## config.mk

```make
export PLATFORM = sky130hd
export DESIGN_NAME = soa_ram
export DESIGN_NICKNAME = d
export VERILOG_FILES = /design/src/rtl/slab_object_allocator_core_assert.svh /design/src/rtl/soa_ram.sv
export SDC_FILE = /design/constraint.sdc
export NUM_CORES = 1
export LEC_CHECK = 0
export BUFFER_PORTS_ARGS = -buffer_cell sky130_fd_sc_hd__buf_4
export CAP_MARGIN = 20
export CORE_MARGIN = 3
export CORE_UTILIZATION = 54
export DETAILED_ROUTE_END_ITERATION = 10
export PLACE_DENSITY = 0.82
export SYNTH_ARGS = -nofsm -noshare
export SYNTH_HDL_FRONTEND = slang
export SYNTH_SLANG_ARGS = --single-unit
```

## constraint.sdc

```tcl
create_clock -name clk -period 2.3 [get_ports clk]
set_clock_uncertainty 0.2 [all_clocks]
set_input_delay 0.69 -clock clk [delete_from_list [all_inputs] [get_ports clk]]
set_output_delay 0.69 -clock clk [all_outputs]
set_load 0.1 [all_outputs]
```

## src/rtl/slab_object_allocator_core_assert.svh

```systemverilog
// Assertion macros for the slab object allocator.
// Used by modules that have clk and rst_n in scope; empty for synthesis.
`ifndef SLAB_OBJECT_ALLOCATOR_CORE_ASSERT_SVH
`define SLAB_OBJECT_ALLOCATOR_CORE_ASSERT_SVH
`ifndef SYNTHESIS
`define SOA_ASSERT_IMP(lbl, ante, cons) \
  lbl: assert property (@(posedge clk) disable iff (!rst_n) (ante) |-> (cons)) \
    else $error("slab allocator check failed");
`define SOA_ASSERT_NXT(lbl, ante, cons) \
  lbl: assert property (@(posedge clk) disable iff (!rst_n) (ante) |=> (cons)) \
    else $error("slab allocator check failed");
`else
`define SOA_ASSERT_IMP(lbl, ante, cons)
`define SOA_ASSERT_NXT(lbl, ante, cons)
`endif
`endif

```

## src/rtl/soa_ram.sv

```systemverilog
// Generic single-port-write, single-port-read RAM with registered read data.
// No dependencies.
`default_nettype none
module soa_ram #(
  parameter int WIDTH = 8,
  parameter int DEPTH = 16,
  localparam int AW = (DEPTH > 1) ? $clog2(DEPTH) : 1
) (
  input  logic             clk,
  input  logic             we,
  input  logic [AW-1:0]    waddr,
  input  logic [WIDTH-1:0] wdata,
  input  logic [AW-1:0]    raddr,
  output logic [WIDTH-1:0] rdata
);

  logic [WIDTH-1:0] mem [DEPTH];
  logic [WIDTH-1:0] rdata_r;

  always_ff @(posedge clk) begin
    if (we) begin
      mem[waddr] <= wdata;
    end
    rdata_r <= mem[raddr];
  end

  assign rdata = rdata_r;

endmodule
`default_nettype wire

```

---- After elaboration in Yosys (flattened, before gate mapping) ----
Memory sizes are Yosys's and may differ from the RTL's. A register that Yosys moved wholly into a read port is not among the register bits.
Index checks and enable logic that the tools add are counted.
storage, ports and cells
  output and inout port bits .............. 8
  register bits after elaboration ......... 0
  memory bits (writable) .................. 128
  memories ................................ 1
  bits of input ports ..................... 18
  logic and storage cells ................. 3
cells by class
  muxes and demuxes ....................... 2
memory list
  memory  words  bits a word  rd ports  clocked after memory_dff  wr ports  line           source
  mem     16     8            1         1                         1         soa_ram.sv:17  logic [WIDTH-1:0] mem [DEPTH];
operators by type and width
  operator           number
  1-bit two-way mux  2

---- Longest topological paths before layout ----
  depth after elaboration ................. 2
  mapped depth ............................ 5
  gate-level depth less buffers ........... 3

---- Least setup slack after synthesis ----
No wires, ideal clock.
  path kind ............................... input-to-reg
  start point ............................. input port waddr[2]
  end point ............................... memory mem[0][0] (enable)
  cell stages on the path ................. 2
  buffers on the path ..................... 0
  data arrival time ....................... 1.800 ns
  slack ................................... -0.083 ns
  data required time ...................... 1.717 ns
  library setup time ...................... 0.383 ns
  path through ............................ or3b_2 -> nor3_1
RTL lines
  element      line           source
  from (decl)  soa_ram.sv:11  input logic [AW-1:0] waddr,
  to (decl)    soa_ram.sv:17
Straight into the memory's write port.

---- Final worst setup path ----
  start point ............................. register rdata_r[2] (netlist: rdata[2]), read port of mem
  end point ............................... output port rdata[2]
RTL lines
  element      line           source
  from (decl)  soa_ram.sv:18  logic [WIDTH-1:0] rdata_r;
  to (decl)    soa_ram.sv:14  output logic [WIDTH-1:0] rdata
No word-level cell between the ends.

==> key figures <==
Timing
  – Final period util: 0.9139
  – Min Tclk post-route: 2102 ps
  – RSZ-0062 raised after global routing: no
  – Worst-margin pin slew: 416.1 ps
  – Setup_tns: 0 ps
  – Pins over their slew limit: 0
  – Final Hold Viols: 0
  – Setup violators final: 0
  – Relative slew slack: 0.7226
  – Fmax: 0.4757 GHz

Critical path
  – Worst path slowest cell: dfxtp_1
  – Critical path type: reg -> out
  – Crit-path cells: buf_4
  – Delay-heaviest family, CP: flip-flops
  – Crit path capture type: primary output
  – Worst Path Buf+Inv: 1
  – Setup crit start kind: register
  – Largest stage delay, worst path: 390 ps
  – Crit Path Max Fanout: 1
  – CP required: 1410 ps
  – CP arrival: 1210 ps

Global routing
  – Vias in the first global route: 2685
  – Global-route wire length before repair: 15790 um
  – Overall Global Routing Usage: 0.2025
  – Total congestion overflow: 0
  – Largest net degree at the start of global routing: 19
  – Antenna violations before repair: 0

Finish
  – Post-route design area: 0.006233 mm^2
  – Area delta synth->final: 21.10%
  – Post-layout net count: 305
  – Post-Layout Cell Count: 426
  – Layout cell share with drive strength beyond 1: 0.3333
  – Inserted Diodes: 0
  – Finished Core Util: 0.6945

Routing
  – DR DRC count: 0
  – Drt wl/cell: 23.85 um
  – Iter 0 DRT Violations: 246
  – Detailed-route wire length: 10160 um
  – Total number of vias: 2527
  – Final ANT Viol Nets: 0
  – First-pass DRT Iterations: 5
  – Avg Vias per Cell: 5.932

Yosys
  – Cells after Synth: 229
  – Number of synthesized register bits: 136
  – Synth Area in Adders: 0
  – Compound-Gate Fraction of Synth Area: 0.02333
  – Post-Syn Area per Cell: 22.48 um^2
  – Mux cell area share after synthesis: 0.1502
  – Mapped Area: 0.005147 mm^2
  – Sequential share of the synthesized area: 0.7778
  – YS warnings: 0
  – Synth Area in XOR/XNOR: 0
  – Main combinational cell family by area after synthesis: multiplexers
  – Synthesized net count: 247
  – Synth Area in Simple Gates: 0.03184
  – Synth cell types: 19

Power
  – Combinational power share: 0.069
  – Switch Pwr: 1.324 mW
  – Maximum vdd drop: 0.6247 mV
  – Internal cell power: 4.570 mW
  – Power Dens Cells: 945.6 mW/mm^2
  – Power share of the sequential group: 0.474
  – Leak: 2.137 nW
  – Clock share of power: 0.458
  – Sw Ratio: 0.2246
  – Pwr Total: 5.894 mW

Floorplan
  – Area of the die: 0.01074 mm^2
  – Die X: 103.6 um
  – Io pins: 26
  – Die Span Y: 103.6 um
  – Initial Util: 0.5735
  – Row count: 34
  – Core area: 0.008976 mm^2

CTS
  – CTS clock-pin slew for the worst setup and hold paths: 60 ps
  – Clock buffer depth: 2
  – CTS Buf Count: 17
  – Clock Sinks: 136
  – Post CTS Setup Buffer Count: 0
  – CTS H-tree lvls: 4
  – Insertion delay to the later sink of the worst-skew pair: 510 ps
  – Hold_buf cts: 0
  – CTS tree: yes
  – Root Buffer: clkbuf_8
  – PostCTS Resize Cnt: 0

Place
  – Placed insts: 394
  – Port buffer count: 25
  – Area after DPL: 0.005642 mm^2
  – Hpwl dp: 6237 um
  – GP Congestion: 0.7295

Hold path
  – Hold WC Path Type: in -> reg

Job
  – Max_cap viols: 0

Run status
  – Outcome: finished, final reports clean
## sequential cells by signal, summed over array words and instances, names as in the netlist
register / cells
mem: 128
rdata: 8
## cell usage in the layout, fill, tap and decap left out
cell type   instances
clkinv_4            2
nand2_1             9
nor2b_1             1
nor2_1             13
a22oi_1            16
clkinv_2            2
edfxtp_1          128
bufinv_16           3
clkbuf_16          16
nand3_1             1
inv_6               3
nor3_2              1
or3b_2              1
nand2b_1            2
mux4_2             18
dfxtp_1             8
nor3_1              3
clkbuf_1            1
buf_4              45
nand3b_1            2
clkinvlp_4          4
buf_12              4
mux4_1             14
and2b_1             1
clkbuf_8            1
and2_1              1
## final timing paths
path	from	endpoint	slack, ps	cells past startpoint
worst max-delay path	rdata[2]$_DFF_P_	rdata[2]	200	1
worst min-delay path	wdata[7]	mem[7][7]$_DFFE_PP_	290	1
worst max register to register	mem[2][4]$_DFFE_PP_	rdata[4]$_DFF_P_	720	4
worst min register to register	mem[13][1]$_DFFE_PP_	rdata[1]$_DFF_P_	480	3
## cell families (layout without fill, tap and decap cells)
| family | count (synthesis) | after routing |
|---|---|---|
| AOI/OAI and AO/OA | 16 | 16 |
| buffers and inverters | 10 | 81 |
| DFF | 136 | 136 |
| muxes | 32 | 32 |
| and+or+nand+nor | 35 | 35 |
## routing by layer
| layer | wire [um] | part of all wire | GRT usage | up-vias |
|---|---|---|---|---|
| li1 | - | - | - | 1088 |
| met5 | 0 | 0 | 0 | - |
| met3 | 783 | 0.077 | 0.05970 | 8 |
| met1 | 4036 | 0.40 | 0.2671 | 1305 |
| met4 | 100 | 0.0098 | 0.06078 | 0 |
| met2 | 5239 | 0.52 | 0.3313 | 126 |
## cells in the mapped netlist
library cell     count  area share
a22oi_1             16       0.023
and2_1               1      0.0012
and2b_1              1      0.0015
buf_2                3      0.0029
buf_4                1      0.0015
buf_6                3      0.0066
clkdlybuf4s25_2      3      0.0058
dfxtp_1              8       0.031
edfxtp_1           128        0.75
mux4_1              14       0.071
mux4_2              18       0.079
nand2_1              9      0.0066
nand2b_1             2      0.0024
nand3_1              1     0.00097
nand3b_1             2      0.0029
nor2_1              13      0.0095
nor2b_1              1      0.0012
nor3_1               4      0.0039
or3b_2               1      0.0017
## layout make-up
| cell class | instances | area (um^2) |
|---|---|---|
| clock inverters | 14 | 173.9 |
| well taps | 126 | 157.7 |
| clock buffers | 18 | 417.9 |
| flip-flops and latches | 136 | 4004 |
| fillers | 549 | 2743 |
| multi-input cells | 83 | 1062 |
| repair buffers | 49 | 417.9 |
## metrics by stage
stage                     hold slack, ps  setup slack [ps]
after floorplan                    429.3             143.9
after global placement             452.5             69.10
after detailed placement           468.9             31.79
after CTS                          262.9             160.3
after global routing               286.9             148.7
final                              291.7             198.0
## power groups by stage
stage               logic (mW)  clock network [mW]  registers [mW]
floorplan                0.141                   0            2.95
global placement         0.396                   0            2.84
detailed placement       0.403                   0            2.84
CTS                      0.409                2.73            2.79
global route             0.429                2.84            2.80
finish                   0.405                2.70            2.79
Note: power is estimated with default switching activity, not from simulation.
