## config.mk

```make
export PLATFORM = sky130hd
export DESIGN_NAME = soa_div
export DESIGN_NICKNAME = d
export VERILOG_FILES = /design/src/rtl/slab_object_allocator_core_assert.svh /design/src/rtl/soa_pkg.sv /design/src/rtl/soa_div.sv
export SDC_FILE = /design/constraint.sdc
export NUM_CORES = 1
export LEC_CHECK = 0
export ABC_CLOCK_PERIOD_IN_PS = 2800
export CAP_MARGIN = 20
export CORE_ASPECT_RATIO = 0.7
export CORE_MARGIN = 8
export CORE_UTILIZATION = 54
export DETAILED_ROUTE_END_ITERATION = 6
export DONT_BUFFER_PORTS = 1
export MAX_ROUTING_LAYER = met4
export PLACE_DENSITY = 0.69
export SLEW_MARGIN = 20
export SYNTH_ARGS = -nofsm -noshare
export SYNTH_HDL_FRONTEND = slang
export SYNTH_SLANG_ARGS = --single-unit
```

## constraint.sdc

```tcl
create_clock -name clk -period 2.8 [get_ports clk]
set_input_delay 0.84 -clock clk [delete_from_list [all_inputs] [get_ports clk]]
set_output_delay 0.84 -clock clk [all_outputs]
set_load 0.02 [all_outputs]
```

## src/rtl/slab_object_allocator_core_assert.svh

```systemverilog
// Assertion macros for the slab object allocator.
// Used by modules that have clk and rst_n in scope; empty for synthesis.
`ifndef SLAB_OBJECT_ALLOCATOR_CORE_ASSERT_SVH
`define SLAB_OBJECT_ALLOCATOR_CORE_ASSERT_SVH
`ifndef SYNTHESIS
`define SOA_ASSERT_IMP(lbl, ante, cons) \
  lbl: assert property (@(posedge clk) disable iff (!rst_n) (ante) |-> (cons)) \
    else $error("slab allocator check failed");
`define SOA_ASSERT_NXT(lbl, ante, cons) \
  lbl: assert property (@(posedge clk) disable iff (!rst_n) (ante) |=> (cons)) \
    else $error("slab allocator check failed");
`else
`define SOA_ASSERT_IMP(lbl, ante, cons)
`define SOA_ASSERT_NXT(lbl, ante, cons)
`endif
`endif

```

## src/rtl/soa_pkg.sv

```systemverilog
// Package for the slab object allocator: geometry constants, codes, types.
// No dependencies.
`default_nettype none
package soa_pkg;

  localparam int MAX_PAGES    = 16;
  localparam int PAGE_BYTES   = 4096;
  localparam int HEADER_BYTES = 24;
  localparam int WORD_BYTES   = 8;
  localparam int WORD_SHIFT   = $clog2(WORD_BYTES);
  localparam int SLOT_CAP     = (PAGE_BYTES - HEADER_BYTES) / WORD_BYTES;
  localparam int LINK_DEPTH   = MAX_PAGES * SLOT_CAP;
  localparam int LINK_AW      = $clog2(LINK_DEPTH);

  localparam int PAGE_W     = 4;
  localparam int SLOT_W     = 9;
  localparam int CNT_W      = 10;
  localparam int SLABS_W    = 5;
  localparam int OBJ_W      = 12;
  localparam int PAV_W      = 5;
  localparam int CFG_IDX_W  = 1;
  localparam int CFG_DATA_W = 12;
  localparam int ENT_W      = CNT_W + SLOT_W;

  localparam logic [CNT_W-1:0]     COUNT_MAX           = '1;
  localparam logic [OBJ_W-1:0]     OBJ_RESET           = OBJ_W'(8);
  localparam logic [PAV_W-1:0]     PAV_RESET           = PAV_W'(16);
  localparam logic                 KIND_ALLOC          = 1'b0;
  localparam logic                 KIND_FREE           = 1'b1;
  localparam logic [CFG_IDX_W-1:0] CFG_OBJECT_BYTES    = 1'b0;
  localparam logic [CFG_IDX_W-1:0] CFG_PAGES_AVAILABLE = 1'b1;

  typedef enum logic [2:0] {
    ST_IDLE,
    ST_FREE_WR,
    ST_ALLOC_HEAD,
    ST_ALLOC_POP,
    ST_DIV,
    ST_BUILD,
    ST_RESP
  } state_t;

  typedef struct packed {
    logic [CNT_W-1:0]  cnt;
    logic [SLOT_W-1:0] head;
  } slab_ent_t;

  typedef struct packed {
    logic              we;
    logic [PAGE_W-1:0] addr;
    slab_ent_t         data;
  } tab_wr_t;

  typedef struct packed {
    logic               we;
    logic [LINK_AW-1:0] addr;
    logic [SLOT_W-1:0]  data;
  } link_wr_t;

  typedef struct packed {
    logic             start;
    logic [CNT_W-1:0] words;
  } div_req_t;

  typedef struct packed {
    logic             done;
    logic [CNT_W-1:0] count;
  } div_rsp_t;

  function automatic logic [CNT_W-1:0] slot_words(input logic [OBJ_W-1:0] ob);
    logic [OBJ_W:0] v;
    logic [OBJ_W:0] s;
    v = (ob < OBJ_W'(WORD_BYTES)) ? (OBJ_W+1)'(WORD_BYTES) : {1'b0, ob};
    s = (v + (OBJ_W+1)'(WORD_BYTES - 1)) >> WORD_SHIFT;
    return s[CNT_W-1:0];
  endfunction

endpackage
`default_nettype wire

```

## src/rtl/soa_div.sv

```systemverilog
// Restoring divider giving the slots per slab: usable page words over slot words.
// One quotient bit per cycle. Depends on soa_pkg.
`default_nettype none
module soa_div import soa_pkg::*; (
  input  logic     clk,
  input  logic     rst_n,
  input  div_req_t req,
  output div_rsp_t rsp
);

  localparam int BIT_W = $clog2(SLOT_W);
  localparam logic [SLOT_W-1:0] DIVIDEND = SLOT_W'(SLOT_CAP);

  logic              busy_r, busy_nxt;
  logic              done_r, done_nxt;
  logic [BIT_W-1:0]  bit_r, bit_nxt;
  logic [CNT_W-1:0]  rem_r, rem_nxt;
  logic [SLOT_W-1:0] q_r, q_nxt;
  logic [CNT_W-1:0]  words_r, words_nxt;
  logic [CNT_W:0]    trial;
  logic [CNT_W:0]    diff;
  logic              fits;

  always_comb begin
    trial = {rem_r, DIVIDEND[bit_r]};
    diff  = trial - {1'b0, words_r};
    fits  = trial >= {1'b0, words_r};
    busy_nxt  = busy_r;
    done_nxt  = 1'b0;
    bit_nxt   = bit_r;
    rem_nxt   = rem_r;
    q_nxt     = q_r;
    words_nxt = words_r;
    if (req.start) begin
      busy_nxt  = 1'b1;
      bit_nxt   = BIT_W'(SLOT_W - 1);
      rem_nxt   = '0;
      q_nxt     = '0;
      words_nxt = req.words;
    end else if (busy_r) begin
      rem_nxt    = fits ? diff[CNT_W-1:0] : trial[CNT_W-1:0];
      q_nxt[bit_r] = fits;
      bit_nxt    = bit_r - BIT_W'(1);
      if (bit_r == '0) begin
        busy_nxt = 1'b0;
        done_nxt = 1'b1;
      end
    end
  end

  always_ff @(posedge clk) begin
    if (!rst_n) begin
      busy_r <= 1'b0;
      done_r <= 1'b0;
    end else begin
      busy_r <= busy_nxt;
      done_r <= done_nxt;
    end
    bit_r   <= bit_nxt;
    rem_r   <= rem_nxt;
    q_r     <= q_nxt;
    words_r <= words_nxt;
  end

  assign rsp.done  = done_r;
  assign rsp.count = CNT_W'(q_r);

endmodule
`default_nettype wire

```

Word-level counts from Yosys, hierarchy flattened

Memory sizes are Yosys's and may differ from the RTL's. A register that Yosys moved wholly into a read port is not among the register bits.
Index checks and enable logic that the tools add are counted.

Add/sub/neg operators: 2
Magnitude comparators: 3
Mux-type cells: 11
Bitwise logic cells: 2
Reductions and logical operators: 3

Operator list:

| operator            | count |
|---|---|
| $ge 11x10->1        | 1 |
| $mux 10             | 1 |
| $sub 10x10->10      | 1 |
| $bwmux 9            | 1 |
| $mux 4              | 2 |
| $mux 1              | 6 |
| $lt 4x5->1 const B  | 1 |
| $demux 1 s4         | 1 |
| $ge 4x1->1 const B  | 1 |
| $logic_not 4->1     | 1 |
| $sub 4x1->4 const B | 1 |
| $reduce_or 3->1     | 1 |
| $not 1->1           | 2 |
| $logic_and 1x1->1   | 1 |

Register bits after elaboration: 35
ROM bits: 16
Output and inout port bits: 11
Logic and storage cells: 28
Memories: 1

Memories:

| memory          | depth | bits a word | read ports | clocked after memory_dff | write ports | line          | source |
|---|---|---|---|---|---|---|---|
| (no name shown) | 16    | 1           | 1          | 1                        | 0           | soa_div.sv:25 | `trial = {rem_r, DIVIDEND[bit_r]};` |

Longest topological paths before layout

Word-level depth: 5
Gate-level depth with buffers: 10
Depth with buffers taken out: 10

Least setup slack after synthesis

Ideal clock, no wire load.

Kind: register -> register
From: register words_r[3]
To: register rem_r[0]
Setup time: 0.079 ns
Data arrival time: 1.955 ns
Setup slack: 0.765 ns
Cell stages (with the launch flop): 10
Buffers on the path: 1
Period minus slack after synthesis: 2.035 ns
Path through: edfxtp_1 inv_1 ha_1 and3_4 nand3_2 a41oi_1 a211o_1 buf_6 mux2_4 a211oi_2

Cells in the longest elaborated chain, start to end: 2

RTL lines:

| what                   | line          | source |
|---|---|---|
| start, declared        | soa_div.sv:19 | `logic [CNT_W-1:0] words_r, words_nxt;` |
| start signal, assigned | soa_div.sv:62 | `words_r <= words_nxt;` |
| $ge 11x10->1           | soa_div.sv:27 | `fits = trial >= {1'b0, words_r};` |
| $mux 10                | soa_div.sv:41 | `rem_nxt = fits ? diff[CNT_W-1:0] : trial[CNT_W-1:0];` |
| end signal, assigned   | soa_div.sv:60 | `rem_r <= rem_nxt;` |
| end, declared          | soa_div.sv:17 | `logic [CNT_W-1:0] rem_r, rem_nxt;` |

Every way passes these cells.
A chain may end at the register's enable or synchronous reset.

Worst setup path after layout

From: register rem_r[2]
To: register rem_r[0]

Cells in the longest elaborated chain, start to end: 2

RTL lines:

| what         | line |
|---|---|
| $ge 11x10->1 | soa_div.sv:27 |
| $mux 10      | soa_div.sv:41 |

Every way passes these cells.

==> flow_summary.json <==
{
  "multiInputGateArea_sq_mm": 0.00104,
  "synthCells": 202,
  "swShare": 0.269,
  "grt_pass1_wl_um": 6550,
  "p_leak_nw": 0.898,
  "overflow": 0,
  "skew_ns": 0.00948,
  "holdWs_ns": 0.498,
  "p_int_mw": 0.938,
  "critPathKind": "reg2reg",
  "cts_resized": 0,
  "track_usage": 0.149,
  "vias_per_cell": 5.47,
  "ys_types": 45,
  "synth_area_sq_mm": 0.00197,
  "top_usage_layer": "met2",
  "min_path_type": "reg2reg",
  "p_sw_mw": 0.346,
  "grt_pass1_vias": 1359,
  "area_growth_pct": 6.68,
  "timing.final.ws_setup_ns": 0.426,
  "cts_tree": "done",
  "die_x_um": 88.1,
  "yosysWarnings": 0,
  "reg2reg_depth": 7,
  "worst_setup_path_end_kind": "register",
  "start_util": 0.560,
  "layout_min_cycle_time_ns": 2.37,
  "synth-async-reset-ratio": 0,
  "htree_levels": 2,
  "maxSlewViolCount": 0,
  "drc_errors": 0,
  "cap_violations": 0,
  "core_area_sq_mm": 0.00351,
  "finalHoldViolCount": 0,
  "power_frac_clock": 0.338,
  "place.port_buffers": 0,
  "synth_edf_count": 10,
  "final_cell_area_sq_mm": 0.00210,
  "grt_util_met2": 0.206,
  "root_buffer": "clkbuf_8",
  "total_power_mw": 1.28,
  "final_nets": 231,
  "outcome": "finished, final reports clean",
  "p_seq_frac": 0.464,
  "syn_area_per_cell_sq_um": 9.74,
  "register_area_sq_um": 821,
  "placed_cell_area_sq_mm": 0.00199,
  "crit_fanout": 9,
  "antennaDiodeCount": 0,
  "rsz0062_at_grt": "false",
  "ys.flop_type": "dfxtp_1",
  "p_per_area_mw_per_mm2": 612,
  "timing.fmax_ghz": 0.421,
  "hold_depth": 2,
  "cts_buffers": 5,
  "die_area_sq_mm": 0.00586,
  "pwr-share-comb": 0.199,
  "dp_hpwl_um": 2980,
  "cts_hold_buf": 0,
  "rows": 18,
  "setup_viol": 0,
  "worstPathArrival_ns": 2.58,
  "grt_start_max_net_pins": 34,
  "final_layout_size_suffix_gt1_frac": 0.0739,
  "ir_drop_uv": 356,
  "io_pins": 24,
  "path_clk_slew_ns": 0.06,
  "drt_wl_total_um": 3920,
  "final_cells": 253,
  "synth_nets": 231,
  "postRouteAntennaNets": 0,
  "n_fill_cell": 307,
  "grt_use_met1": 0.198,
  "startpoint_type": "register",
  "dr.pass1.iters": 4,
  "clock-sinks": 36,
  "vias": 1383,
  "pre_cts_ws_ns": 0.485,
  "use_met3": 0.0455,
  "die_y_um": 66.5,
  "drt_iter0_drc": 56,
  "post-place-cells": 245,
  "fin_util": 0.597,
  "min_period_over_period": 0.848,
  "worst_ep_required_time_ns": 3.00,
  "cts_max_path_buffers": 2,
  "cts_setup_buffers": 0,
  "wl_per_cell_um": 15.5,
  "yosysSeqAreaShare": 0.417,
  "fin_setup_tns_ns": 0,
  "clock_latency_ns": 0.29,
  "ys_seq_elements": 36,
  "place_congestion": 0.864,
  "antenna_found_initial": 0
}
## worst paths after layout
check / start / endpoint / slack, ns
hold / removal: rem_r[8] / rem_r[8] / 0.50
hold reg to reg: rem_r[8] / rem_r[8] / 0.50
setup / recovery: rem_r[2] / rem_r[0] / 0.43
setup reg to reg: rem_r[2] / rem_r[0] / 0.43
## area by class of cell
cell class                 instances  area share
clock buffer                       5      0.0328
clock inverter                     3      0.0179
inverter                          14      0.0250
multi-input combinational        143       0.496
sequential                        36       0.391
tap                               50      0.0298
timing repair buffer               2     0.00716
## synthesized netlist by cell type, types with 2 or more instances
master,count,share of area
dfxtp_1,26,0.26
nor2_1,26,0.050
mux2i_1,17,0.087
ha_1,15,0.095
inv_1,14,0.027
edfxtp_1,10,0.15
nand3_1,10,0.025
a21oi_1,9,0.023
nand2_1,9,0.017
a211oi_1,6,0.023
o21ai_0,5,0.013
xnor2_1,5,0.022
xor2_1,5,0.022
clkbuf_1,4,0.0076
a21o_1,3,0.011
buf_4,3,0.011
nor2b_1,3,0.0095
and4_1,2,0.0089
nand2b_1,2,0.0064
nor3b_1,2,0.0076
o21a_1,2,0.0076
## critical path, cell delays in order (launching register included)
cell      delay (ns)
dfxtp_1         0.35
ha_1            0.41
and3_4          0.23
nand3_2         0.10
a41oi_1         0.23
a211o_1         0.42
mux2_4          0.35
a211oi_2        0.21
## cells by family (layout without fill, tap and decap cells)
group | count (synthesis) | after routing | share of synthesized area
adder cells (fa/ha/maj) | 16 | 16 | 0.106
XOR/XNOR | 10 | 10 | 0.0445
multiplexers | 18 | 18 | 0.0941
AND/OR/NAND/NOR | 63 | 63 | 0.161
AO/OA/AOI/OAI | 35 | 35 | 0.122
other | 1 | 1 | 0.00191
flip-flops | 36 | 36 | 0.417
buffers and inverters | 23 | 24 | 0.0534
## sequential cells by signal, summed over array words and instances (netlist names)
signal   cells
busy_r       1
trial        1
bit_r        4
done_r       1
q_r          9
words_r     10
rem_r       10
## layout by cell type (no fill, tap or decap), types with 2 or more instances in the layout
cell      synthesis  layout
nor2_1           26      26
dfxtp_1          26      26
mux2i_1          17      17
ha_1             15      15
inv_1            14      14
nand3_1          10      10
edfxtp_1         10      10
a21oi_1           9       9
nand2_1           9       9
a211oi_1          6       6
xor2_1            5       5
o21ai_0           5       5
xnor2_1           5       5
clkbuf_8          0       5
nor2b_1           3       3
a21o_1            3       3
and4_1            2       2
nand2b_1          2       2
nor3b_1           2       2
o21a_1            2       2
clkinv_1          0       2
buf_4             3       2
## metal layers
layer,up-vias,part of all wire
met2,41,0.42
met5,-,0
met4,0,0.012
met3,7,0.055
li1,705,-
met1,630,0.51
## power by group through the flow
stage | Clock, mW | Combinational, mW | Sequential, mW
after global placement | 0 | 0.244 | 0.605
after CTS | 0.443 | 0.252 | 0.594
after detailed placement | 0 | 0.250 | 0.606
final | 0.434 | 0.255 | 0.595
after floorplan | 0 | 0.214 | 0.598
after global routing | 0.469 | 0.280 | 0.599
Note: power is estimated with default switching activity, not from simulation.
