[config.mk]
export PLATFORM = sky130hd
export DESIGN_NAME = soa_ctrl_flat
export DESIGN_NICKNAME = d
export VERILOG_FILES = /design/src/rtl/soa_pkg.sv /design/src/rtl/soa_channels.sv /design/src/rtl/soa_ctrl.sv /design/src/flat_wrapper.sv
export VERILOG_INCLUDE_DIRS = /design/src /design/src/rtl
export SDC_FILE = /design/constraint.sdc
export NUM_CORES = 1
export LEC_CHECK = 0
export BUFFER_PORTS_ARGS = -buffer_cell sky130_fd_sc_hd__buf_2
export CAP_MARGIN = 20
export CORE_MARGIN = 5
export CORE_UTILIZATION = 40
export CTS_BUF_LIST = sky130_fd_sc_hd__clkbuf_8
export CTS_CLUSTER_SIZE = 10
export DETAILED_ROUTE_END_ITERATION = 10
export GPL_TIMING_DRIVEN = 0
export PLACE_DENSITY_LB_ADDON = 0.05
export SLEW_MARGIN = 20
export SYNTH_ARGS = -nofsm -noshare
export SYNTH_HDL_FRONTEND = slang
export SYNTH_SLANG_ARGS = --single-unit
[constraint.sdc]
create_clock -name clk -period 8.85 [get_ports clk]
set_clock_uncertainty 0.05 [all_clocks]
set_input_delay 2.2125 -clock clk [delete_from_list [all_inputs] [get_ports clk]]
set_output_delay 2.2125 -clock clk [all_outputs]
set_load 0.005 [all_outputs]
[src/rtl/slab_object_allocator_core_assert.svh]
// Assertion macros for the slab object allocator.
// Used by modules that have clk and rst_n in scope; empty for synthesis.
`ifndef SLAB_OBJECT_ALLOCATOR_CORE_ASSERT_SVH
`define SLAB_OBJECT_ALLOCATOR_CORE_ASSERT_SVH
`ifndef SYNTHESIS
`define SOA_ASSERT_IMP(lbl, ante, cons) \
  lbl: assert property (@(posedge clk) disable iff (!rst_n) (ante) |-> (cons)) \
    else $error("slab allocator check failed");
`define SOA_ASSERT_NXT(lbl, ante, cons) \
  lbl: assert property (@(posedge clk) disable iff (!rst_n) (ante) |=> (cons)) \
    else $error("slab allocator check failed");
`else
`define SOA_ASSERT_IMP(lbl, ante, cons)
`define SOA_ASSERT_NXT(lbl, ante, cons)
`endif
`endif

[src/rtl/soa_pkg.sv]
// Package for the slab object allocator: geometry constants, codes, types.
// No dependencies.
`default_nettype none
package soa_pkg;

  localparam int MAX_PAGES    = 16;
  localparam int PAGE_BYTES   = 4096;
  localparam int HEADER_BYTES = 24;
  localparam int WORD_BYTES   = 8;
  localparam int WORD_SHIFT   = $clog2(WORD_BYTES);
  localparam int SLOT_CAP     = (PAGE_BYTES - HEADER_BYTES) / WORD_BYTES;
  localparam int LINK_DEPTH   = MAX_PAGES * SLOT_CAP;
  localparam int LINK_AW      = $clog2(LINK_DEPTH);

  localparam int PAGE_W     = 4;
  localparam int SLOT_W     = 9;
  localparam int CNT_W      = 10;
  localparam int SLABS_W    = 5;
  localparam int OBJ_W      = 12;
  localparam int PAV_W      = 5;
  localparam int CFG_IDX_W  = 1;
  localparam int CFG_DATA_W = 12;
  localparam int ENT_W      = CNT_W + SLOT_W;

  localparam logic [CNT_W-1:0]     COUNT_MAX           = '1;
  localparam logic [OBJ_W-1:0]     OBJ_RESET           = OBJ_W'(8);
  localparam logic [PAV_W-1:0]     PAV_RESET           = PAV_W'(16);
  localparam logic                 KIND_ALLOC          = 1'b0;
  localparam logic                 KIND_FREE           = 1'b1;
  localparam logic [CFG_IDX_W-1:0] CFG_OBJECT_BYTES    = 1'b0;
  localparam logic [CFG_IDX_W-1:0] CFG_PAGES_AVAILABLE = 1'b1;

  typedef enum logic [2:0] {
    ST_IDLE,
    ST_FREE_WR,
    ST_ALLOC_HEAD,
    ST_ALLOC_POP,
    ST_DIV,
    ST_BUILD,
    ST_RESP
  } state_t;

  typedef struct packed {
    logic [CNT_W-1:0]  cnt;
    logic [SLOT_W-1:0] head;
  } slab_ent_t;

  typedef struct packed {
    logic              we;
    logic [PAGE_W-1:0] addr;
    slab_ent_t         data;
  } tab_wr_t;

  typedef struct packed {
    logic               we;
    logic [LINK_AW-1:0] addr;
    logic [SLOT_W-1:0]  data;
  } link_wr_t;

  typedef struct packed {
    logic             start;
    logic [CNT_W-1:0] words;
  } div_req_t;

  typedef struct packed {
    logic             done;
    logic [CNT_W-1:0] count;
  } div_rsp_t;

  function automatic logic [CNT_W-1:0] slot_words(input logic [OBJ_W-1:0] ob);
    logic [OBJ_W:0] v;
    logic [OBJ_W:0] s;
    v = (ob < OBJ_W'(WORD_BYTES)) ? (OBJ_W+1)'(WORD_BYTES) : {1'b0, ob};
    s = (v + (OBJ_W+1)'(WORD_BYTES - 1)) >> WORD_SHIFT;
    return s[CNT_W-1:0];
  endfunction

endpackage
`default_nettype wire

[src/rtl/soa_channels.sv]
// Channel interfaces of the slab object allocator: request, result, config.
// Depends on soa_pkg.
`default_nettype none
interface soa_in_if import soa_pkg::*; ();
  logic              valid;
  logic              ready;
  logic              kind;
  logic [PAGE_W-1:0] free_page;
  logic [SLOT_W-1:0] free_slot;
  modport source(output valid, kind, free_page, free_slot, input ready);
  modport sink(input valid, kind, free_page, free_slot, output ready);
endinterface

interface soa_out_if import soa_pkg::*; ();
  logic              valid;
  logic              ready;
  logic              ok;
  logic [PAGE_W-1:0] page;
  logic [SLOT_W-1:0] slot;
  modport source(output valid, ok, page, slot, input ready);
  modport sink(input valid, ok, page, slot, output ready);
endinterface

`default_nettype wire

[src/rtl/soa_ctrl.sv]
// Allocator sequencer: slab table and link memory read-modify-write, slab build.
// Depends on soa_pkg, soa_channels and the assertion macro header.
`default_nettype none
`include "slab_object_allocator_core_assert.svh"
module soa_ctrl import soa_pkg::*; (
  input  logic               clk,
  input  logic               rst_n,
  soa_in_if.sink             in_ch,
  soa_out_if.source          out_ch,
  input  logic [OBJ_W-1:0]   object_bytes,
  input  logic [PAV_W-1:0]   pages_available,
  output div_req_t           div_req,
  input  div_rsp_t           div_rsp,
  output tab_wr_t            tab_wr,
  output logic [PAGE_W-1:0]  tab_raddr,
  input  slab_ent_t          tab_rdata,
  output link_wr_t           link_wr,
  output logic [LINK_AW-1:0] link_raddr,
  input  logic [SLOT_W-1:0]  link_rdata
);

  state_t               state_r, state_nxt;
  logic [PAGE_W-1:0]    page_r, page_nxt;
  logic [SLOT_W-1:0]    slot_r, slot_nxt;
  logic [CNT_W-1:0]     cnt_r, cnt_nxt;
  logic [SLOT_W-1:0]    idx_r, idx_nxt;
  logic [SLABS_W-1:0]   slabs_created_r, slabs_created_nxt;
  logic [CNT_W-1:0]     slots_per_slab_r, slots_per_slab_nxt;
  logic [MAX_PAGES-1:0] nonempty_r, nonempty_nxt;
  logic                 res_ok_r, res_ok_nxt;
  logic [PAGE_W-1:0]    res_page_r, res_page_nxt;
  logic [SLOT_W-1:0]    res_slot_r, res_slot_nxt;
  logic                 out_valid_r, out_valid_nxt;
  logic                 out_ok_r, out_ok_nxt;
  logic [PAGE_W-1:0]    out_page_r, out_page_nxt;
  logic [SLOT_W-1:0]    out_slot_r, out_slot_nxt;

  logic               in_acc;
  logic               is_free;
  logic               any_free;
  logic [PAGE_W-1:0]  enc;
  logic               free_ok;
  logic               can_grow;
  logic [CNT_W-1:0]   cnt_m1;
  logic [CNT_W-1:0]   cnt_m2;
  logic               build_last;
  logic               out_space;
  logic [LINK_AW-1:0] link_base;

  always_comb begin
    enc = '0;
    for (int i = 0; i < MAX_PAGES; i++) begin
      if (nonempty_r[i]) begin
        enc = PAGE_W'(i);
      end
    end
  end

  assign in_acc     = in_ch.valid && in_ch.ready;
  assign is_free    = in_ch.kind == KIND_FREE;
  assign any_free   = |nonempty_r;
  assign free_ok    = (SLABS_W'(in_ch.free_page) < slabs_created_r) &&
                      (CNT_W'(in_ch.free_slot) < slots_per_slab_r);
  assign can_grow   = (slabs_created_r < pages_available) &&
                      (slabs_created_r < SLABS_W'(MAX_PAGES));
  assign cnt_m1     = cnt_r - CNT_W'(1);
  assign cnt_m2     = cnt_r - CNT_W'(2);
  assign build_last = CNT_W'(idx_r) == cnt_m1;
  assign out_space  = !out_valid_r || out_ch.ready;
  assign link_base  = LINK_AW'(LINK_AW'(page_r) * LINK_AW'(SLOT_CAP));

  always_comb begin
    state_nxt = state_r;
    case (state_r)
      ST_IDLE: begin
        if (in_acc) begin
          if (is_free) begin
            state_nxt = free_ok ? ST_FREE_WR : ST_RESP;
          end else if (any_free) begin
            state_nxt = ST_ALLOC_HEAD;
          end else if (!can_grow) begin
            state_nxt = ST_RESP;
          end else if (slabs_created_r == '0) begin
            state_nxt = ST_DIV;
          end else begin
            state_nxt = ST_BUILD;
          end
        end
      end
      ST_FREE_WR:    state_nxt = ST_RESP;
      ST_ALLOC_HEAD: state_nxt = ST_ALLOC_POP;
      ST_ALLOC_POP:  state_nxt = ST_RESP;
      ST_DIV: begin
        if (div_rsp.done) begin
          state_nxt = (div_rsp.count == '0) ? ST_RESP : ST_BUILD;
        end
      end
      ST_BUILD: begin
        if (build_last) begin
          state_nxt = ST_RESP;
        end
      end
      ST_RESP: begin
        if (out_space) begin
          state_nxt = ST_IDLE;
        end
      end
      default: state_nxt = ST_IDLE;
    endcase
  end

  always_comb begin
    in_ch.ready   = state_r == ST_IDLE;
    div_req.start = (state_r == ST_IDLE) && in_acc && !is_free && !any_free &&
                    can_grow && (slabs_created_r == '0);
    div_req.words = slot_words(object_bytes);
    tab_raddr     = is_free ? in_ch.free_page : enc;
    link_raddr    = link_base + LINK_AW'(tab_rdata.head);

    link_wr.we   = 1'b0;
    link_wr.addr = link_base + LINK_AW'(slot_r);
    link_wr.data = tab_rdata.head;
    tab_wr.we    = 1'b0;
    tab_wr.addr  = page_r;
    tab_wr.data  = tab_rdata;
    case (state_r)
      ST_FREE_WR: begin
        link_wr.we        = 1'b1;
        tab_wr.we         = 1'b1;
        tab_wr.data.cnt   = (tab_rdata.cnt == COUNT_MAX) ? tab_rdata.cnt :
                            tab_rdata.cnt + CNT_W'(1);
        tab_wr.data.head  = slot_r;
      end
      ST_ALLOC_POP: begin
        tab_wr.we        = 1'b1;
        tab_wr.data.cnt  = cnt_m1;
        tab_wr.data.head = link_rdata;
      end
      ST_BUILD: begin
        link_wr.we       = 1'b1;
        link_wr.addr     = link_base + LINK_AW'(idx_r);
        link_wr.data     = (idx_r == '0) ? '0 : idx_r - SLOT_W'(1);
        tab_wr.we        = build_last;
        tab_wr.data.cnt  = cnt_m1;
        tab_wr.data.head = (cnt_r > CNT_W'(1)) ? cnt_m2[SLOT_W-1:0] : '0;
      end
      default: begin
        link_wr.we = 1'b0;
        tab_wr.we  = 1'b0;
      end
    endcase

    out_ch.valid = out_valid_r;
    out_ch.ok    = out_ok_r;
    out_ch.page  = out_page_r;
    out_ch.slot  = out_slot_r;
  end

  always_comb begin
    page_nxt           = page_r;
    slot_nxt           = slot_r;
    cnt_nxt            = cnt_r;
    idx_nxt            = idx_r;
    slabs_created_nxt  = slabs_created_r;
    slots_per_slab_nxt = slots_per_slab_r;
    nonempty_nxt       = nonempty_r;
    res_ok_nxt         = res_ok_r;
    res_page_nxt       = res_page_r;
    res_slot_nxt       = res_slot_r;
    out_valid_nxt      = out_valid_r && !out_ch.ready;
    out_ok_nxt         = out_ok_r;
    out_page_nxt       = out_page_r;
    out_slot_nxt       = out_slot_r;
    case (state_r)
      ST_IDLE: begin
        if (in_acc) begin
          page_nxt     = is_free ? in_ch.free_page :
                         (any_free ? enc : slabs_created_r[PAGE_W-1:0]);
          slot_nxt     = in_ch.free_slot;
          cnt_nxt      = slots_per_slab_r;
          idx_nxt      = '0;
          res_ok_nxt   = 1'b0;
          res_page_nxt = '0;
          res_slot_nxt = '0;
        end
      end
      ST_FREE_WR: begin
        nonempty_nxt[page_r] = 1'b1;
        res_ok_nxt           = 1'b1;
      end
      ST_ALLOC_HEAD: begin
        cnt_nxt  = tab_rdata.cnt;
        slot_nxt = tab_rdata.head;
      end
      ST_ALLOC_POP: begin
        if (cnt_r == CNT_W'(1)) begin
          nonempty_nxt[page_r] = 1'b0;
        end
        res_ok_nxt   = 1'b1;
        res_page_nxt = page_r;
        res_slot_nxt = slot_r;
      end
      ST_DIV: begin
        if (div_rsp.done) begin
          cnt_nxt = div_rsp.count;
        end
      end
      ST_BUILD: begin
        idx_nxt = idx_r + SLOT_W'(1);
        if (build_last) begin
          slabs_created_nxt    = slabs_created_r + SLABS_W'(1);
          slots_per_slab_nxt   = cnt_r;
          nonempty_nxt[page_r] = cnt_r != CNT_W'(1);
          res_ok_nxt           = 1'b1;
          res_page_nxt         = page_r;
          res_slot_nxt         = cnt_m1[SLOT_W-1:0];
        end
      end
      ST_RESP: begin
        if (out_space) begin
          out_valid_nxt = 1'b1;
          out_ok_nxt    = res_ok_r;
          out_page_nxt  = res_page_r;
          out_slot_nxt  = res_slot_r;
        end
      end
      default: begin
        idx_nxt = idx_r;
      end
    endcase
  end

  always_ff @(posedge clk) begin
    if (!rst_n) begin
      state_r          <= ST_IDLE;
      slabs_created_r  <= '0;
      slots_per_slab_r <= '0;
      nonempty_r       <= '0;
      out_valid_r      <= 1'b0;
    end else begin
      state_r          <= state_nxt;
      slabs_created_r  <= slabs_created_nxt;
      slots_per_slab_r <= slots_per_slab_nxt;
      nonempty_r       <= nonempty_nxt;
      out_valid_r      <= out_valid_nxt;
    end
    page_r     <= page_nxt;
    slot_r     <= slot_nxt;
    cnt_r      <= cnt_nxt;
    idx_r      <= idx_nxt;
    res_ok_r   <= res_ok_nxt;
    res_page_r <= res_page_nxt;
    res_slot_r <= res_slot_nxt;
    out_ok_r   <= out_ok_nxt;
    out_page_r <= out_page_nxt;
    out_slot_r <= out_slot_nxt;
  end

  `SOA_ASSERT_IMP(a_nonempty_created, 1'b1, (nonempty_r >> slabs_created_r) == '0)
  `SOA_ASSERT_IMP(a_slabs_bound, 1'b1, slabs_created_r <= SLABS_W'(MAX_PAGES))
  `SOA_ASSERT_IMP(a_link_range, link_wr.we, link_wr.addr < LINK_AW'(LINK_DEPTH))
  `SOA_ASSERT_IMP(a_pop_has_slot, state_r == ST_ALLOC_HEAD, tab_rdata.cnt != '0)
  `SOA_ASSERT_NXT(a_one_item, in_ch.valid && in_ch.ready, !in_ch.ready)

endmodule
`default_nettype wire

[src/flat_wrapper.sv]
// flat-port wrapper written by rule: the top's interface ports become plain ports
module soa_ctrl_flat import soa_pkg::*;
  (clk, rst_n, object_bytes, pages_available, div_req, div_rsp, tab_wr, tab_raddr, tab_rdata, link_wr, link_raddr, link_rdata, in_ch_valid, in_ch_kind, in_ch_free_page, in_ch_free_slot, in_ch_ready, out_ch_valid, out_ch_ok, out_ch_page, out_ch_slot, out_ch_ready);
  soa_in_if in_ch_i ();
  soa_out_if out_ch_i ();
  input  logic clk;
  input  logic rst_n;
  input  logic [OBJ_W-1:0] object_bytes;
  input  logic [PAV_W-1:0] pages_available;
  output div_req_t div_req;
  input  div_rsp_t div_rsp;
  output tab_wr_t tab_wr;
  output logic [PAGE_W-1:0] tab_raddr;
  input  slab_ent_t tab_rdata;
  output link_wr_t link_wr;
  output logic [LINK_AW-1:0] link_raddr;
  input  logic [SLOT_W-1:0] link_rdata;
  input wire logic [$bits(in_ch_i.valid)-1:0] in_ch_valid;
  input wire logic [$bits(in_ch_i.kind)-1:0] in_ch_kind;
  input wire logic [$bits(in_ch_i.free_page)-1:0] in_ch_free_page;
  input wire logic [$bits(in_ch_i.free_slot)-1:0] in_ch_free_slot;
  output wire logic [$bits(in_ch_i.ready)-1:0] in_ch_ready;
  output wire logic [$bits(out_ch_i.valid)-1:0] out_ch_valid;
  output wire logic [$bits(out_ch_i.ok)-1:0] out_ch_ok;
  output wire logic [$bits(out_ch_i.page)-1:0] out_ch_page;
  output wire logic [$bits(out_ch_i.slot)-1:0] out_ch_slot;
  input wire logic [$bits(out_ch_i.ready)-1:0] out_ch_ready;
  assign in_ch_i.valid = in_ch_valid;
  assign in_ch_i.kind = in_ch_kind;
  assign in_ch_i.free_page = in_ch_free_page;
  assign in_ch_i.free_slot = in_ch_free_slot;
  assign in_ch_ready = in_ch_i.ready;
  assign out_ch_valid = out_ch_i.valid;
  assign out_ch_ok = out_ch_i.ok;
  assign out_ch_page = out_ch_i.page;
  assign out_ch_slot = out_ch_i.slot;
  assign out_ch_i.ready = out_ch_ready;
  soa_ctrl u_core (.clk(clk), .rst_n(rst_n), .in_ch(in_ch_i), .out_ch(out_ch_i), .object_bytes(object_bytes), .pages_available(pages_available), .div_req(div_req), .div_rsp(div_rsp), .tab_wr(tab_wr), .tab_raddr(tab_raddr), .tab_rdata(tab_rdata), .link_wr(link_wr), .link_raddr(link_raddr), .link_rdata(link_rdata));
endmodule
# After elaboration in Yosys (flattened, before gate mapping)
# Cells that the tools add are included.
[totals]
ff_bits = 95
[classes]
n_bitwise = 3
mul = 1
n_lt_le_gt_ge = 8
muxes = 60
eq_ne = 15
reduce_logical = 38
addsub = 10
[ops]
columns = ["cell", "count"]
rows = [
  ["$mux W4", 19],
  ["$pmux W19 S3", 1],
  ["$pmux W16 S3", 1],
  ["$mux W9", 5],
  ["$add A13 B9 Y13", 3],
  ["$pmux W9 S2", 2],
  ["$mux W16", 2],
  ["$mux W10", 3],
  ["$pmux W10 S3", 1],
  ["$pmux W9 S3", 1],
  ["$mux W3", 8],
  ["$mux W22", 1],
  ["$pmux W3 S6", 1],
  ["$and A16 B16 Y16", 1],
  ["$bwmux W16", 1],
  ["$not A16 Y16", 1],
  ["$or A16 B16 Y16", 1],
  ["$reduce_or A16 Y1", 1],
  ["$add A13 B3 Y13 const B", 1],
  ["$mul A4 B9 Y13 const B", 1],
  ["$lt A12 B4 Y1 const B", 1],
  ["$mux W12", 1],
  ["$pmux W4 S3", 1],
  ["$reduce_and A3 Y1", 4],
  ["other kinds (39)", 73],
]

# Logic depth before layout (Yosys ltp)
[logic_depth]
ltp_word = 17
mapped_depth = 17
ltp_nobuf = 17

# Worst setup path after synthesis
# OpenSTA, ideal clock, no wires.
[synth_path]
path_type = "register -> output"
from = "register u_core.page_r[1]"
to = "output port link_wr[21] in the netlist's numbering"
path_slack_ns = 2.608
arrival_time_ns = 3.979
stages_incl_launch_ff = 15
path_cell_list = "edfxtp_1 > fa_1 > inv_1 > fa_1 > inv_1 > ha_1 > nor2b_1 > o21ai_0 > a21boi_0 > nor2_1 > ha_1 > or4_1 > a31oi_1 > nor4b_1 > xnor2_1"
[synth_lines]
columns = ["item", "line_no", "text"]
rows = [
  ["from (decl)", "soa_ctrl.sv:23", "logic [PAGE_W-1:0] page_r, page_nxt;"],
  ["from (signal assigned)", "soa_ctrl.sv:247", "page_r <= page_nxt;"],
  ["to (decl)", "flat_wrapper.sv:15", "output link_wr_t link_wr;"],
]

==> impl_metrics.ini <==
[pwr]
internal_power_mw = 2.16
p_switching_mw = 2.11
power_leakage_nw = 3.98
power_density_mw_per_mm2 = 457
clockPowerShare = 0.072
peakVddDrop_mv = 0.365
p_seq_frac = 0.172
netSwitchingFraction = 0.494
power_frac_comb = 0.756

[synthesis]
synth_top_area_frac = 0.226
yosysSeqAreaShare = 0.314
ys_types = 79
yosys_warnings = 0
async_flop_share = 0
synth_ff_type = edfxtp_1
synth_largest_area_cell = edfxtp_1
synth_edf_count = 60
syn_area_per_cell_um2 = 8.60
syn_inst = 927
synth-seq-cells = 95
syn_nets = 1070
syn_area_mm2 = 0.00797
ys_top_cells_by_area = edfxtp_1, ha_1, dfxtp_1

[worst_hold_path]
hold_class = reg -> reg
worstHoldPathCells = 0

[drt]
avgViaCountPerCell = 5.54
drt_iter0_markers = 661
routed_wl_um = 26400
firstDrtPassIters = 5
routedWlPerCell_um = 19.2
vias = 7596
drtAntennaViolNets = 0
remaining_drc_errors = 0

[die]
num_io_pins = 165
core_mm2 = 0.0195
die_height_um = 151
die_area_mm2 = 0.0229
die_w_um = 151
start_util = 0.408
rows = 51

[cts]
cts_buffers = 9
cts.path.max_buffers = 2
root_buffer = clkbuf_8
cts-resized-gates = 0
post_cts_buffers = 0
clk_latency_ps = 400
htree_levels = 3
clkSinkCount = 95
cts_hold_buf = 0
clk_pin_slew_ps = 100
cts_tree = yes

[layout]
antenna_cells = 0
nets = 1243
fin_area_mm2 = 0.00933
num-fill-cells = 2032
instances_no_fill = 1370
syn_to_final_growth_pct = 17.0
drive_above_1_share = 0.195

[sta]
finalCritPeriodShare = 0.823
finalSetupTns_ps = 0
post-route-min-period_ps = 7280
hold_violations = 0
max-slew-margin-rel = 0.330
rsz0062_at_grt = no
tightest_slew_ps = 1000
setup_viol = 0
max_freq_mhz = 137
slew_violations = 0
fin_ws_ps = 1570

[critical_path]
arrival_ps = 5020
cp_max_fo = 10
worstPathRequired_ps = 6590
start_kind = flop
path_class = reg -> out
reg2regPathDepth = 9
cp_slowest_cell = fa_1
endpoint_kind = output port
max_stage_delay_ps = 690
worstPathCellList = fa_1 > inv_1 > fa_1 > inv_1 > ha_1 > nor2b_1 > o21ai_0 > a21boi_0 > nor2_1 > ha_1 > or4_1 > a31oi_1 > nor4b_1 > xnor2_1 > buf_2

[placement]
port_buffers = 162
hpwl_um = 21300
gp_congestion = 0.900
placed_cells = 1354
place_area_mm2 = 0.00913
dp_slack_ps = 1950

[grt]
grt_pass1_wl_um = 39900
grt_max_degree = 18
grt.total_usage = 0.229
grt_pass1_vias = 6984
antenna_found_initial = 0
grt_overflow_total = 0

[outcome]
status = finished, final reports clean

[job]
drv_cap = 0
[worst max-delay path: cells and delay by family, from the launching register on]
family          cells  cell delay (ps)
simple gates        4              960
flops               1              610
buf+inv             3              280
xor+xnor            1              150
fa+ha+maj           4             1780
compound gates      3              840
[cell usage after synthesis (all sizes together), types with 19 or more instances]
library cell,n
a21oi,46
dfxtp,35
nand3,21
xnor2,47
o21ai,43
xor2,23
ha,60
a21o,20
a211oi,22
nor2,106
nor3,19
o22ai,24
edfxtp,60
nand2,86
clkbuf,36
inv,57
[power groups by stage]
| stage | logic [mW] | clock network, mW | registers [mW] |
|---|---|---|---|
| after floorplan | 2.18 | 0 | 0.700 |
| after global placement | 3.23 | 0 | 0.743 |
| after detailed placement | 3.22 | 0 | 0.743 |
| after CTS | 3.24 | 0.314 | 0.733 |
| after global routing | 3.58 | 0.332 | 0.748 |
| final | 3.22 | 0.308 | 0.734 |
[area by class of cell]
cell class                 instances  area (um2)  share of cell area
tap                              265         332              0.0355
inverter                          59         221              0.0237
buffer                            48         214              0.0229
clock inverter                     7        78.8             0.00845
clock buffer                       9         124              0.0133
sequential                        95        2500               0.268
timing repair buffer             162         811              0.0869
multi-input combinational        725        5050               0.541
[sequential cells by signal, summed over array words and instances, names as in the netlist]
register / cells
u_core.slot_r: 9
u_core.idx_r: 9
u_core.cnt_r: 10
u_core.res_slot_r: 9
u_core.res_page_r: 4
u_core.out_ch.ok: 1
u_core.nonempty_r: 16
u_core.out_ch.valid: 1
u_core.out_ch.slot: 9
u_core.res_ok_r: 1
u_core.slabs_created_r: 5
u_core.out_ch.page: 4
u_core.state_r: 3
u_core.page_r: 4
u_core.slots_per_slab_r: 10
[final timing paths]
check | from | endpoint | slack [ps]
worst min-delay path | u_core.res_page_r[2]$_SDFFCE_PP0P_ | u_core.out_ch.page[2]$_DFFE_PP_ | 370
worst max-delay path | u_core.page_r[1]$_DFFE_PP_ | link_wr[21] | 1570
worst min register to register | u_core.res_page_r[2]$_SDFFCE_PP0P_ | u_core.out_ch.page[2]$_DFFE_PP_ | 370
worst max register to register | u_core.cnt_r[0]$_DFFE_PP_ | u_core.res_page_r[2]$_SDFFCE_PP0P_ | 4920
[per-layer routing]
layer | share of wire | wire, um | global-route usage | up-vias
met5 | 0 | 0 | 0 | -
li1 | - | - | - | 3711
met4 | 0.025 | 651 | 0.0671 | 0
met2 | 0.46 | 12000 | 0.355 | 264
met3 | 0.056 | 1470 | 0.0335 | 35
met1 | 0.46 | 12200 | 0.332 | 3586
[stage by stage]
step                 util  hold WS (ps)  power, mW
floorplan               -           350       2.88
global placement    0.467           352       3.97
detailed placement  0.467           355       3.97
CTS                 0.478           377       4.29
global route        0.478           388       4.66
finish              0.478           375       4.27
[cell usage in the layout (no fill, tap or decap), types with 5 or more instances in the layout]
master / count
nor4_1: 12
nor2_1: 105
a21oi_1: 46
o31ai_1: 11
a41oi_1: 14
nand3_1: 20
or3_1: 7
and2_1: 6
xnor2_1: 47
fa_1: 9
inv_1: 57
mux2_2: 15
a211oi_1: 22
nand4_1: 7
clkbuf_1: 36
o22ai_1: 24
edfxtp_1: 60
o21ai_0: 42
nor2b_1: 8
a31oi_1: 10
dfxtp_1: 35
nand2_1: 85
a22oi_1: 14
mux2i_1: 16
buf_2: 165
clkbuf_8: 9
ha_1: 60
and3_1: 5
a21o_1: 20
nor3_1: 19
xor2_1: 23
nand2b_1: 12
[cell families after synthesis]
logic type / after synthesis / share of synthesized area
AOI/OAI and AO/OA: 241 / 0.203
xor gates and xnor gates: 71 / 0.0799
adders and majority gates: 69 / 0.117
buffers and inverters: 107 / 0.0546
DFF: 95 / 0.314
muxes: 31 / 0.0413
and+or+nand+nor: 313 / 0.191
Note: power is estimated with default switching activity, not from simulation.
